--- src/rtl/core/sorted_value_table_top_macros.svh ---
// ----------------------------------------------------------------------------
// Sorted value table: assertion macros
// Shared property forms for the sorted value table checks.
// ----------------------------------------------------------------------------
`ifndef SORTED_VALUE_TABLE_TOP_MACROS_SVH
`define SORTED_VALUE_TABLE_TOP_MACROS_SVH

// Same-cycle implication, disabled during reset.
`define SVT_ASSERT_NOW(lbl, clk, rst, ante, cons, msg) \
   lbl: assert property (@(posedge clk) disable iff (rst) (ante) |-> (cons)) else $error(msg);

// Next-cycle implication, disabled during reset.
`define SVT_ASSERT_NEXT(lbl, clk, rst, ante, cons, msg) \
   lbl: assert property (@(posedge clk) disable iff (rst) (ante) |=> (cons)) else $error(msg);

`endif

--- src/rtl/core/svt_pkg.sv ---
// ----------------------------------------------------------------------------
// Sorted value table package
// Sizes, opcode and status codes, and the command broadcast to the cells.
// ----------------------------------------------------------------------------
package svt_pkg;

   localparam int CAPACITY = 32;
   localparam int VALUE_W  = 32;
   localparam int COUNT_W  = $clog2(CAPACITY + 1);
   localparam int ENTRY_COUNT_W = 6;

   typedef enum logic [1:0] {
      OP_INSERT = 2'd0,
      OP_SEARCH = 2'd1,
      OP_DELETE = 2'd2,
      OP_POP    = 2'd3
   } opcode_type;

   typedef enum logic [1:0] {
      ST_OK        = 2'd0,
      ST_NOT_FOUND = 2'd1,
      ST_EMPTY     = 2'd2,
      ST_FULL      = 2'd3
   } status_type;

   // Command seen by every cell in the chain during one transfer.
   typedef struct packed {
      logic                      ins;
      logic                      del;
      logic                      pop;
      logic signed [VALUE_W-1:0] value;
   } cell_cmd_type;

endpackage

--- src/rtl/core/svt_req_if.sv ---
// ----------------------------------------------------------------------------
// Sorted value table request channel
// Valid/ready channel carrying an opcode and an operand value.
// ----------------------------------------------------------------------------
interface svt_req_if import svt_pkg::*; ();
   logic                      valid;
   logic                      ready;
   logic [1:0]                opcode;
   logic signed [VALUE_W-1:0] value;

   modport source (output valid, output opcode, output value, input ready);
   modport sink   (input valid, input opcode, input value, output ready);
endinterface

--- src/rtl/core/svt_rsp_if.sv ---
// ----------------------------------------------------------------------------
// Sorted value table response channel
// Valid/ready channel carrying status, popped value and entry count.
// ----------------------------------------------------------------------------
interface svt_rsp_if import svt_pkg::*; ();
   logic                      valid;
   logic                      ready;
   logic [1:0]                status;
   logic signed [VALUE_W-1:0] popped_value;
   logic [ENTRY_COUNT_W-1:0]  entry_count;

   modport source (output valid, output status, output popped_value,
                   output entry_count, input ready);
   modport sink   (input valid, input status, input popped_value,
                   input entry_count, output ready);
endinterface

--- src/rtl/core/svt_cell.sv ---
// ----------------------------------------------------------------------------
// Sorted value table cell
// One slot of the sorted chain: compares against the broadcast value and
// holds, loads, or takes a neighbor's value.
// ----------------------------------------------------------------------------
module svt_cell import svt_pkg::*; (
   input  logic                      clock,
   input  cell_cmd_type              cmd,
   input  logic                      occupied,
   input  logic                      left_lt,
   input  logic signed [VALUE_W-1:0] left_value,
   input  logic signed [VALUE_W-1:0] right_value,
   output logic                      lt,
   output logic                      eq,
   output logic signed [VALUE_W-1:0] value
);

   logic signed [VALUE_W-1:0] value_ff;
   logic signed [VALUE_W-1:0] value_in;

   assign lt    = occupied && (value_ff < cmd.value);
   assign eq    = occupied && (value_ff == cmd.value);
   assign value = value_ff;

   always_comb begin
      value_in = value_ff;
      if (cmd.ins) begin
         // the first slot not below the new value takes it; slots after it
         // move one place up
         if (!lt) begin
            value_in = left_lt ? cmd.value : left_value;
         end
      end else if (cmd.pop) begin
         value_in = right_value;
      end else if (cmd.del) begin
         if (!lt) begin
            value_in = right_value;
         end
      end
   end

   always_ff @(posedge clock) begin
      value_ff <= value_in;
   end

endmodule

--- src/rtl/core/sorted_value_table_top.sv ---
// ----------------------------------------------------------------------------
// Sorted value table
// Holds up to CAPACITY signed values in ascending order in a chain of cells;
// insert, search, delete and pop each finish in one transfer.
// ----------------------------------------------------------------------------
// Usage:
//   req_chan carries opcode (insert, search, delete, pop) and value. rsp_chan
//   returns one response per request: status, popped_value (zero unless a pop
//   succeeded) and entry_count after the operation.
//   The table updates at the request transfer and the response sits in an
//   output register from the next cycle on.
//   Throughput is one request per cycle while the receiver takes each response.
//   Every cell compares its entry with the broadcast value in parallel, so the
//   chain update at each request transfer sets the rate; insert ripples
//   nothing, each cell looks only at its neighbors.
//   When the receiver stalls, the response register holds and req_chan.ready
//   drops until the held response is taken (it stays high while the response
//   is taken in the same cycle).
//   Reset clears the entry count and the response valid; cell contents are
//   left as they are and are never read until written.
// ----------------------------------------------------------------------------
`include "sorted_value_table_top_macros.svh"

module sorted_value_table_top import svt_pkg::*; (
   input  logic       clock,
   input  logic       reset,
   svt_req_if.sink    req_chan,
   svt_rsp_if.source  rsp_chan
);

   // Handshake and decode
   logic       accept;
   opcode_type op;
   logic       full;
   logic       empty;
   logic       hit;

   // Chain wiring
   cell_cmd_type              cmd;
   logic [CAPACITY-1:0]       lt_vec;
   logic [CAPACITY-1:0]       eq_vec;
   logic signed [VALUE_W-1:0] cell_value [CAPACITY];

   // Count and response registers
   logic [COUNT_W-1:0]        count_ff;
   logic [COUNT_W-1:0]        count_in;
   logic                      rsp_valid_ff;
   logic                      rsp_valid_in;
   status_type                status_ff;
   status_type                status_in;
   logic signed [VALUE_W-1:0] popped_ff;
   logic signed [VALUE_W-1:0] popped_in;
   logic [COUNT_W-1:0]        rsp_count_ff;

   // Take a new request whenever the output register is free or draining.
   assign req_chan.ready = !rsp_valid_ff || rsp_chan.ready;
   assign accept         = req_chan.valid && req_chan.ready;
   assign op             = opcode_type'(req_chan.opcode);

   assign full  = (count_ff >= COUNT_W'(CAPACITY));
   assign empty = (count_ff == '0);
   // Entries are sorted, so any match means one sits right at the boundary.
   assign hit   = |eq_vec;

   assign cmd.ins   = accept && (op == OP_INSERT) && !full;
   assign cmd.del   = accept && (op == OP_DELETE) && hit;
   assign cmd.pop   = accept && (op == OP_POP) && !empty;
   assign cmd.value = req_chan.value;

   // Build the chain: slot 0 sees an always-below left neighbor so an insert
   // in front of everything lands there; the last slot refills from itself.
   for (genvar i = 0; i < CAPACITY; i++) begin : g_cell
      logic                      left_lt;
      logic signed [VALUE_W-1:0] left_value;
      logic signed [VALUE_W-1:0] right_value;

      if (i == 0) begin : g_head
         assign left_lt    = 1'b1;
         assign left_value = req_chan.value;
      end else begin : g_body
         assign left_lt    = lt_vec[i-1];
         assign left_value = cell_value[i-1];
      end

      if (i == CAPACITY - 1) begin : g_tail
         assign right_value = cell_value[i];
      end else begin : g_inner
         assign right_value = cell_value[i+1];
      end

      svt_cell u_cell (
         .clock       (clock),
         .cmd         (cmd),
         .occupied    (count_ff > COUNT_W'(i)),
         .left_lt     (left_lt),
         .left_value  (left_value),
         .right_value (right_value),
         .lt          (lt_vec[i]),
         .eq          (eq_vec[i]),
         .value       (cell_value[i])
      );
   end

   // Response and count for the current request.
   always_comb begin
      count_in  = count_ff;
      status_in = ST_OK;
      popped_in = '0;
      case (op)
         OP_INSERT: begin
            if (full) begin
               status_in = ST_FULL;
            end else begin
               count_in = count_ff + COUNT_W'(1);
            end
         end
         OP_SEARCH: begin
            status_in = hit ? ST_OK : ST_NOT_FOUND;
         end
         OP_DELETE: begin
            if (hit) begin
               count_in = count_ff - COUNT_W'(1);
            end else begin
               status_in = ST_NOT_FOUND;
            end
         end
         OP_POP: begin
            if (empty) begin
               status_in = ST_EMPTY;
            end else begin
               popped_in = cell_value[0];
               count_in  = count_ff - COUNT_W'(1);
            end
         end
         default: begin
            status_in = ST_OK;
         end
      endcase
   end

   // Hold the response until taken; load a new one on each request transfer.
   always_comb begin
      rsp_valid_in = rsp_valid_ff;
      if (accept) begin
         rsp_valid_in = 1'b1;
      end else if (rsp_chan.ready) begin
         rsp_valid_in = 1'b0;
      end
   end

   always_ff @(posedge clock) begin
      if (reset) begin
         count_ff     <= '0;
         rsp_valid_ff <= 1'b0;
      end else begin
         if (accept) begin
            count_ff <= count_in;
         end
         rsp_valid_ff <= rsp_valid_in;
      end
   end

   always_ff @(posedge clock) begin
      if (accept) begin
         status_ff    <= status_in;
         popped_ff    <= popped_in;
         rsp_count_ff <= count_in;
      end
   end

   assign rsp_chan.valid        = rsp_valid_ff;
   assign rsp_chan.status       = status_ff;
   assign rsp_chan.popped_value = popped_ff;
   assign rsp_chan.entry_count  = ENTRY_COUNT_W'(rsp_count_ff);

   `SVT_ASSERT_NOW(a_count_bound, clock, reset, 1'b1, count_ff <= COUNT_W'(CAPACITY), "count above capacity")
   `SVT_ASSERT_NEXT(a_rsp_after_accept, clock, reset, accept, rsp_valid_ff, "no response after request")
   `SVT_ASSERT_NEXT(a_full_keeps_count, clock, reset, accept && (op == OP_INSERT) && full, count_ff == $past(count_ff), "insert on full table changed count")
   `SVT_ASSERT_NEXT(a_insert_grows, clock, reset, cmd.ins, count_ff == COUNT_W'($past(count_ff) + COUNT_W'(1)), "insert did not grow count")

endmodule
--- src/flat_wrapper.sv ---
// flat-port wrapper written by rule: the top's interface ports become plain ports
module sorted_value_table_top_flat import svt_pkg::*;
  (clock, reset, req_chan_valid, req_chan_opcode, req_chan_value, req_chan_ready, rsp_chan_valid, rsp_chan_status, rsp_chan_popped_value, rsp_chan_entry_count, rsp_chan_ready);
  svt_req_if req_chan_i ();
  svt_rsp_if rsp_chan_i ();
  input  logic clock;
  input  logic reset;
  input wire logic [$bits(req_chan_i.valid)-1:0] req_chan_valid;
  input wire logic [$bits(req_chan_i.opcode)-1:0] req_chan_opcode;
  input wire logic [$bits(req_chan_i.value)-1:0] req_chan_value;
  output wire logic [$bits(req_chan_i.ready)-1:0] req_chan_ready;
  output wire logic [$bits(rsp_chan_i.valid)-1:0] rsp_chan_valid;
  output wire logic [$bits(rsp_chan_i.status)-1:0] rsp_chan_status;
  output wire logic [$bits(rsp_chan_i.popped_value)-1:0] rsp_chan_popped_value;
  output wire logic [$bits(rsp_chan_i.entry_count)-1:0] rsp_chan_entry_count;
  input wire logic [$bits(rsp_chan_i.ready)-1:0] rsp_chan_ready;
  assign req_chan_i.valid = req_chan_valid;
  assign req_chan_i.opcode = req_chan_opcode;
  assign req_chan_i.value = req_chan_value;
  assign req_chan_ready = req_chan_i.ready;
  assign rsp_chan_valid = rsp_chan_i.valid;
  assign rsp_chan_status = rsp_chan_i.status;
  assign rsp_chan_popped_value = rsp_chan_i.popped_value;
  assign rsp_chan_entry_count = rsp_chan_i.entry_count;
  assign rsp_chan_i.ready = rsp_chan_ready;
  sorted_value_table_top u_core (.clock(clock), .reset(reset), .req_chan(req_chan_i), .rsp_chan(rsp_chan_i));
endmodule
--- config.mk ---
export PLATFORM = sky130hd
export DESIGN_NAME = sorted_value_table_top_flat
export DESIGN_NICKNAME = d
export VERILOG_FILES = /design/src/rtl/core/svt_pkg.sv /design/src/rtl/core/svt_req_if.sv /design/src/rtl/core/svt_rsp_if.sv /design/src/rtl/core/svt_cell.sv /design/src/rtl/core/sorted_value_table_top.sv /design/src/flat_wrapper.sv
export VERILOG_INCLUDE_DIRS = /design/src /design/src/rtl/core
export SDC_FILE = /design/constraint.sdc
export NUM_CORES = 2
export LEC_CHECK = 0
export BUFFER_PORTS_ARGS = -buffer_cell sky130_fd_sc_hd__buf_2
export CAP_MARGIN = 15
export CORE_MARGIN = 3
export CORE_UTILIZATION = 50
export DETAILED_ROUTE_END_ITERATION = 8
export PLACE_DENSITY = 0.67
export SYNTH_ARGS = -nofsm -noshare
export SYNTH_HDL_FRONTEND = slang
export SYNTH_SLANG_ARGS = --single-unit
--- constraint.sdc ---
create_clock -name clock -period 9.82 [get_ports clock]
set_input_delay 0.491 -clock clock [delete_from_list [all_inputs] [get_ports clock]]
set_output_delay 0.491 -clock clock [all_outputs]
set_load 0.01 [all_outputs]
After elaboration in Yosys (flattened, before gate mapping)

Index checks and enable logic that the tools add are counted.

Reductions and logical operators: 114
Add/sub/neg operators: 2
Equality and inequality tests: 97
Multiplexer cells: 196
Order comparisons: 65
Bitwise logic cells: 2

Operators with widths:

| kind                                                                            | number |
|---|---|
| 32-bit 2-to-1 mux                                                               | 186 |
| 32-bit equality test                                                            | 32 |
| 32-bit < comparator                                                             | 32 |
| 6-bit by 5-bit greater-than comparator with 1-bit output, second input constant | 16 |
| 3-bit inequality test, second input constant                                    | 31 |
| 3-bit AND reduction                                                             | 31 |
| 1-bit logical AND                                                               | 71 |
| 2-bit inequality test, second input constant                                    | 31 |
| 6-bit by 4-bit greater-than comparator with 1-bit output, second input constant | 8 |
| 32-bit OR reduction                                                             | 1 |
| 6-bit by 3-bit greater-than comparator with 1-bit output, second input constant | 4 |
| 6-bit 2-to-1 mux                                                                | 3 |
| 6-bit one-hot mux with 3 select lines                                           | 1 |
| 6-bit by 1-bit greater-than comparator with 1-bit output, second input constant | 2 |
| 6-bit by 2-bit greater-than comparator with 1-bit output, second input constant | 2 |
| 6-bit by 1-bit adder with 6-bit output, second input constant                   | 1 |
| 6-bit >= comparator, second input constant                                      | 1 |
| 6-bit zero test                                                                 | 1 |
| 2-bit one-hot mux with 3 select lines                                           | 1 |
| 6-bit by 1-bit subtractor with 6-bit output, second input constant              | 1 |
| 2-bit equality test, second input constant                                      | 2 |
| 2-bit 2-to-1 mux                                                                | 2 |
| 2-bit OR reduction                                                              | 2 |
| 1-bit zero test                                                                 | 3 |
| other kinds (8)                                                                 | 11 |

Bits in registers: 1071
Output and inout bits: 42
Word-level logic and storage cells: 513

Depth between registers and ports, before layout

Word-level depth: 8
Mapped depth: 14
Depth with buffers taken out: 11

Modules after synthesis

A second synthesis with hierarchy kept.

Cells, all modules: 8750
Area, all modules: 82801.9 sq um

By module, submodules not included:

| module                 | sequential area each (sq um) | instances | cells each | area an instance (sq um) |
|---|---|---|---|---|
| svt_cell               | 960.9                        | 32        | 264        | 2494.9 |
| sorted_value_table_top | 1341.3                       | 1         | 302        | 2965.3 |

Least setup slack after synthesis

No wires, ideal clock.

Path type: input to register
Start point: input req_chan_value[5]
End point: register u_core.g_cell[10].u_cell.value_ff[0], enable pin
Stages on the path: 13
Buffers on the path: 2
Data required time: 9.399 ns
Arrival: 5.289 ns
Slack: 4.110 ns
Path through: clkbuf_1 -> inv_1 -> ha_1 -> a21o_1 -> a21o_1 -> a21oi_1 -> nor3_1 -> or3b_1 -> a221oi_1 -> mux2i_1 -> clkbuf_1 -> nor3_1 -> nor2_1

Cells in the longest elaborated chain, start to end: 6
Elaborated cells between the ends (all ways): 72
Those cells by class: order compare: 1; eq/ne: 34; reduce/logical: 37

Ends and longest elaborated chain:

| what                                                        | RTL line           | source |
|---|---|---|
| start, declared                                             | flat_wrapper.sv:10 | `input wire logic [$bits(req_chan_i.value)-1:0] req_chan_value;` |
| branches (longest 5 deep; another with 32-bit < comparator) | n/a                |  |
| 3-bit AND reduction (no line) *                             | n/a                |  |
| end signal, assigned                                        | svt_cell.sv:43     | `value_ff <= value_in;` |
| end, declared                                               | svt_cell.sv:18     | `logic signed [VALUE_W-1:0] value_ff;` |

Every way passes the cells marked *.
A chain may end at the register's enable or synchronous reset.

Worst setup path after layout

Start point: register u_core.count_ff[5]
End point: register u_core.g_cell[11].u_cell.value_ff[27], enable pin

Cells in the longest elaborated chain, start to end: 6
Elaborated cells between the ends (all ways): 77
Those cells by class: order compare: 33; eq/ne: 2; reduce/logical: 42

Ends and longest elaborated chain:

| what                                                                             | RTL line                      | source |
|---|---|---|
| start, declared                                                                  | sorted_value_table_top.sv:45  | `logic [COUNT_W-1:0] count_ff;` |
| start signal, assigned                                                           | sorted_value_table_top.sv:157 | `count_ff <= count_in;` |
| 6-bit by 5-bit greater-than comparator with 1-bit output (tied with other cells) | sorted_value_table_top.sv:94  | `.occupied (count_ff > COUNT_W'(i)),` |
| 1-bit logical AND                                                                | svt_cell.sv:22                | `assign eq = occupied && (value_ff == cmd.value);` |
| 32-bit OR reduction                                                              | sorted_value_table_top.sv:63  | `assign hit = \|eq_vec;` |
| 1-bit logical AND                                                                | sorted_value_table_top.sv:66  | `assign cmd.del = accept && (op == OP_DELETE) && hit;` |
| 3-bit inequality test (no line) or 3-bit nonzero test (tied branches)            | n/a                           |  |
| 3-bit AND reduction (no line) *                                                  | n/a                           |  |
| end signal, assigned                                                             | svt_cell.sv:43                |  |
| end, declared                                                                    | svt_cell.sv:18                |  |

Mark *: on every way between the ends. The rest lies on a longest branch, timed or not.

==> results.ini <==
[placed_design]
dpl.hpwl_um=194000
gp_routability_congestion=0.967
io_buffer_count=79
place_inst=9281

[floorplan]
start_util_pct=50.6
die_h_um=399
die_area_sq_um=159000
fp.coreArea_sq_um=153000
chipWidth_um=399
row_count=143
boundaryPins=80

[global_route]
grt_usage_pct=33.8
grt_pass1_wl_um=401000
overflow=0
grt_pass1_vias=60400
grt_max_degree=279
antenna_found_initial=8

[critical_path]
start_kind=flip-flop
crit_path_end_kind=flip-flop
crit_type=reg2reg
cp.required_ns=10.21
r2r_setup_slack_ns=2.37
r2r_cells=10
arrival_ns=7.84
worstPathMaxFanout=32

[detailed_routing]
routed_wl_um=276000
drc=0
antenna_left=0
dr.pass1.iters=6
avgRoutedWirePerCell_um=29.0
drtIter0Drc=8526
via_per_inst=6.64
num_vias=63300

[synth]
synth_top_area_cell=edfxtp_1
synth_common_cells=edfxtp_1, nand2_1, ha_1
syn_nets=8566
avgSynthCellArea_sq_um=10.3
syn-cell-area_sq_um=77200
synth_top_family_by_area=adder cells
yosys.area_share.simple_pct=10.9
synth_area_leaders=edfxtp_1, ha_1, mux2i_1, o21ai_0, nand2_1
synthMuxAreaShare_pct=12.6
async_flop_share_pct=0
synth_ff_type=edfxtp_1
ys_warn_count=0
synth_fa_ha_area_share_pct=16.7
synth_top_area_share_pct=41.4
synth-edff-count=1064
synthCells=7495
synth_cell_types=82
synth_xor_area_share_pct=0.0113
synth_seq_cells=1071
yosysSeqAreaShare_pct=41.6
synth_compound_area_share_pct=15.2

[timing]
slew_violations=0
tightestPinTransition_ns=1.28
period_share_pct=75.8
fmax_ghz=0.134
tns_ns=0
slew_headroom_pct=14.8
timing.final.hold_violations=0
min_period_ns=7.45
rsz0062_at_grt=false
skew_ns=0.0317
finalSetupViolations=0

[cts]
cts_tree=built
cts.sinks=1071
cts.path.max_buffers=3
root_buffer=clkbuf_16
cts_setup_buffers=0
cts.clk_slew.worst_paths_ns=0.06
htree_levels=4
insertion_delay_ns=0.80
cts_buffers=131

[min_path]
hold_depth=2
hp-class=in2reg

[layout]
area_growth_pct=8.92
drive_above_1_share_pct=7.11
final_cells=9528
final_util_pct=55.1
fillers=13300
nNetsFinal=8459

[job]
drv_cap=0

[power]
p_per_area_nw_per_um2=156
ir_drop_v=0.000218
leakagePower_uw=0.0380

[outcome]
status=finished, final reports clean

==> layer usage <==
metal  up-vias  track usage, %  wire (um)
met4         6            17.7      15800
met2      3799            49.4     116000
met3       663            7.12      30100
met1     30600            47.1     114000
met5         -               0         44
li1      28200               -          -
==> kinds of logic (layout without fill, tap and decap cells) <==
logic type	count (synthesis)	in the layout
buffers and inverters	571	570
other	0	4
XOR/XNOR	1	1
AO/OA/AOI/OAI	1998	1998
adder cells (fa/ha/maj)	1033	1033
AND/OR/NAND/NOR	1852	1852
flip-flops	1071	1071
multiplexers	969	969
==> critical path: stages, from the launching register on <==
cell and delay [ns]:
dfxtp_1 0.45, buf_4 0.34, nor2_2 0.69, nand2_1 0.50, a21oi_1 1.12, o41ai_1 0.22
nor4_1 0.98, nand4_2 0.61, a31oi_2 0.57, nand2b_1 0.57, o21ba_2 0.96
==> sequential cells by signal (all words and copies together) (netlist names) <==
register and flops:
u_core.g_cell.u_cell.value 1024, u_core.rsp_chan.status 2, u_core.rsp_chan.valid 1, u_core.rsp_chan.entry_count 6, u_core.count_ff 6, u_core.rsp_chan.popped_value 32
==> timing repair <==
item                                   4_1_cts  5_1_grt
resized for setup                            0        0
hold buffers                                 2        0
endpoints found under the hold margin        1        0
==> per-stage QoR <==
step	worst slack, ns	cell area (sq um)	hold slack [ns]	power (uW)
finish	2.37	84100	0.114	13100
global route	2.61	84100	0.105	13500
CTS	2.82	84000	0.0554	13000
detailed placement	2.53	79900	0.545	8240
global placement	2.66	79800	0.500	8150
floorplan	4.11	77200	0.522	7320
==> cells in the final DEF (no fill, tap or decap), drive strengths merged, types with 46 or more instances in the layout <==
cell type  count
clkbuf       159
o21ai       1024
a21oi        334
nor2b         55
inv          106
nor3          52
mux2i        961
buf          233
edfxtp      1064
nand3         71
nand4        251
a31oi         46
o21a          54
clkinv        57
nand2       1064
ha          1033
a21o         367
nor2         197
==> worst paths after layout <==
| kind | from | endpoint |
|---|---|---|
| worst max-delay path | u_core.count_ff[5] | u_core.g_cell[11].u_cell.value[27] |
| worst min-delay path | reset | u_core.count_ff[0] |
| worst max register to register | u_core.count_ff[5] | u_core.g_cell[11].u_cell.value[27] |
| worst min register to register | u_core.g_cell[31].u_cell.value[18] | u_core.g_cell[30].u_cell.value[18] |
==> layout make-up <==
| type | instances | area, sq um | area share (%) |
|---|---|---|---|
| Multi-Input combinational cell | 5853 | 43200 | 51.4 |
| Sequential cell | 1071 | 32100 | 38.2 |
| Clock buffer | 159 | 3470 | 4.12 |
| Tap cell | 2030 | 2540 | 3.02 |
| Timing Repair Buffer | 235 | 1700 | 2.02 |
| Clock inverter | 80 | 679 | 0.808 |
| Inverter | 96 | 365 | 0.434 |
| Antenna cell | 4 | 10.0 | 0.0119 |
==> power breakdown <==
part	internal [uW]	leakage, uW	switching [uW]
clock network	2760	0.00203	2080
registers	5390	0.00991	284
logic	925	0.0260	1650
total	9070	0.0380	4010
(Power assumes the default switching activity.)
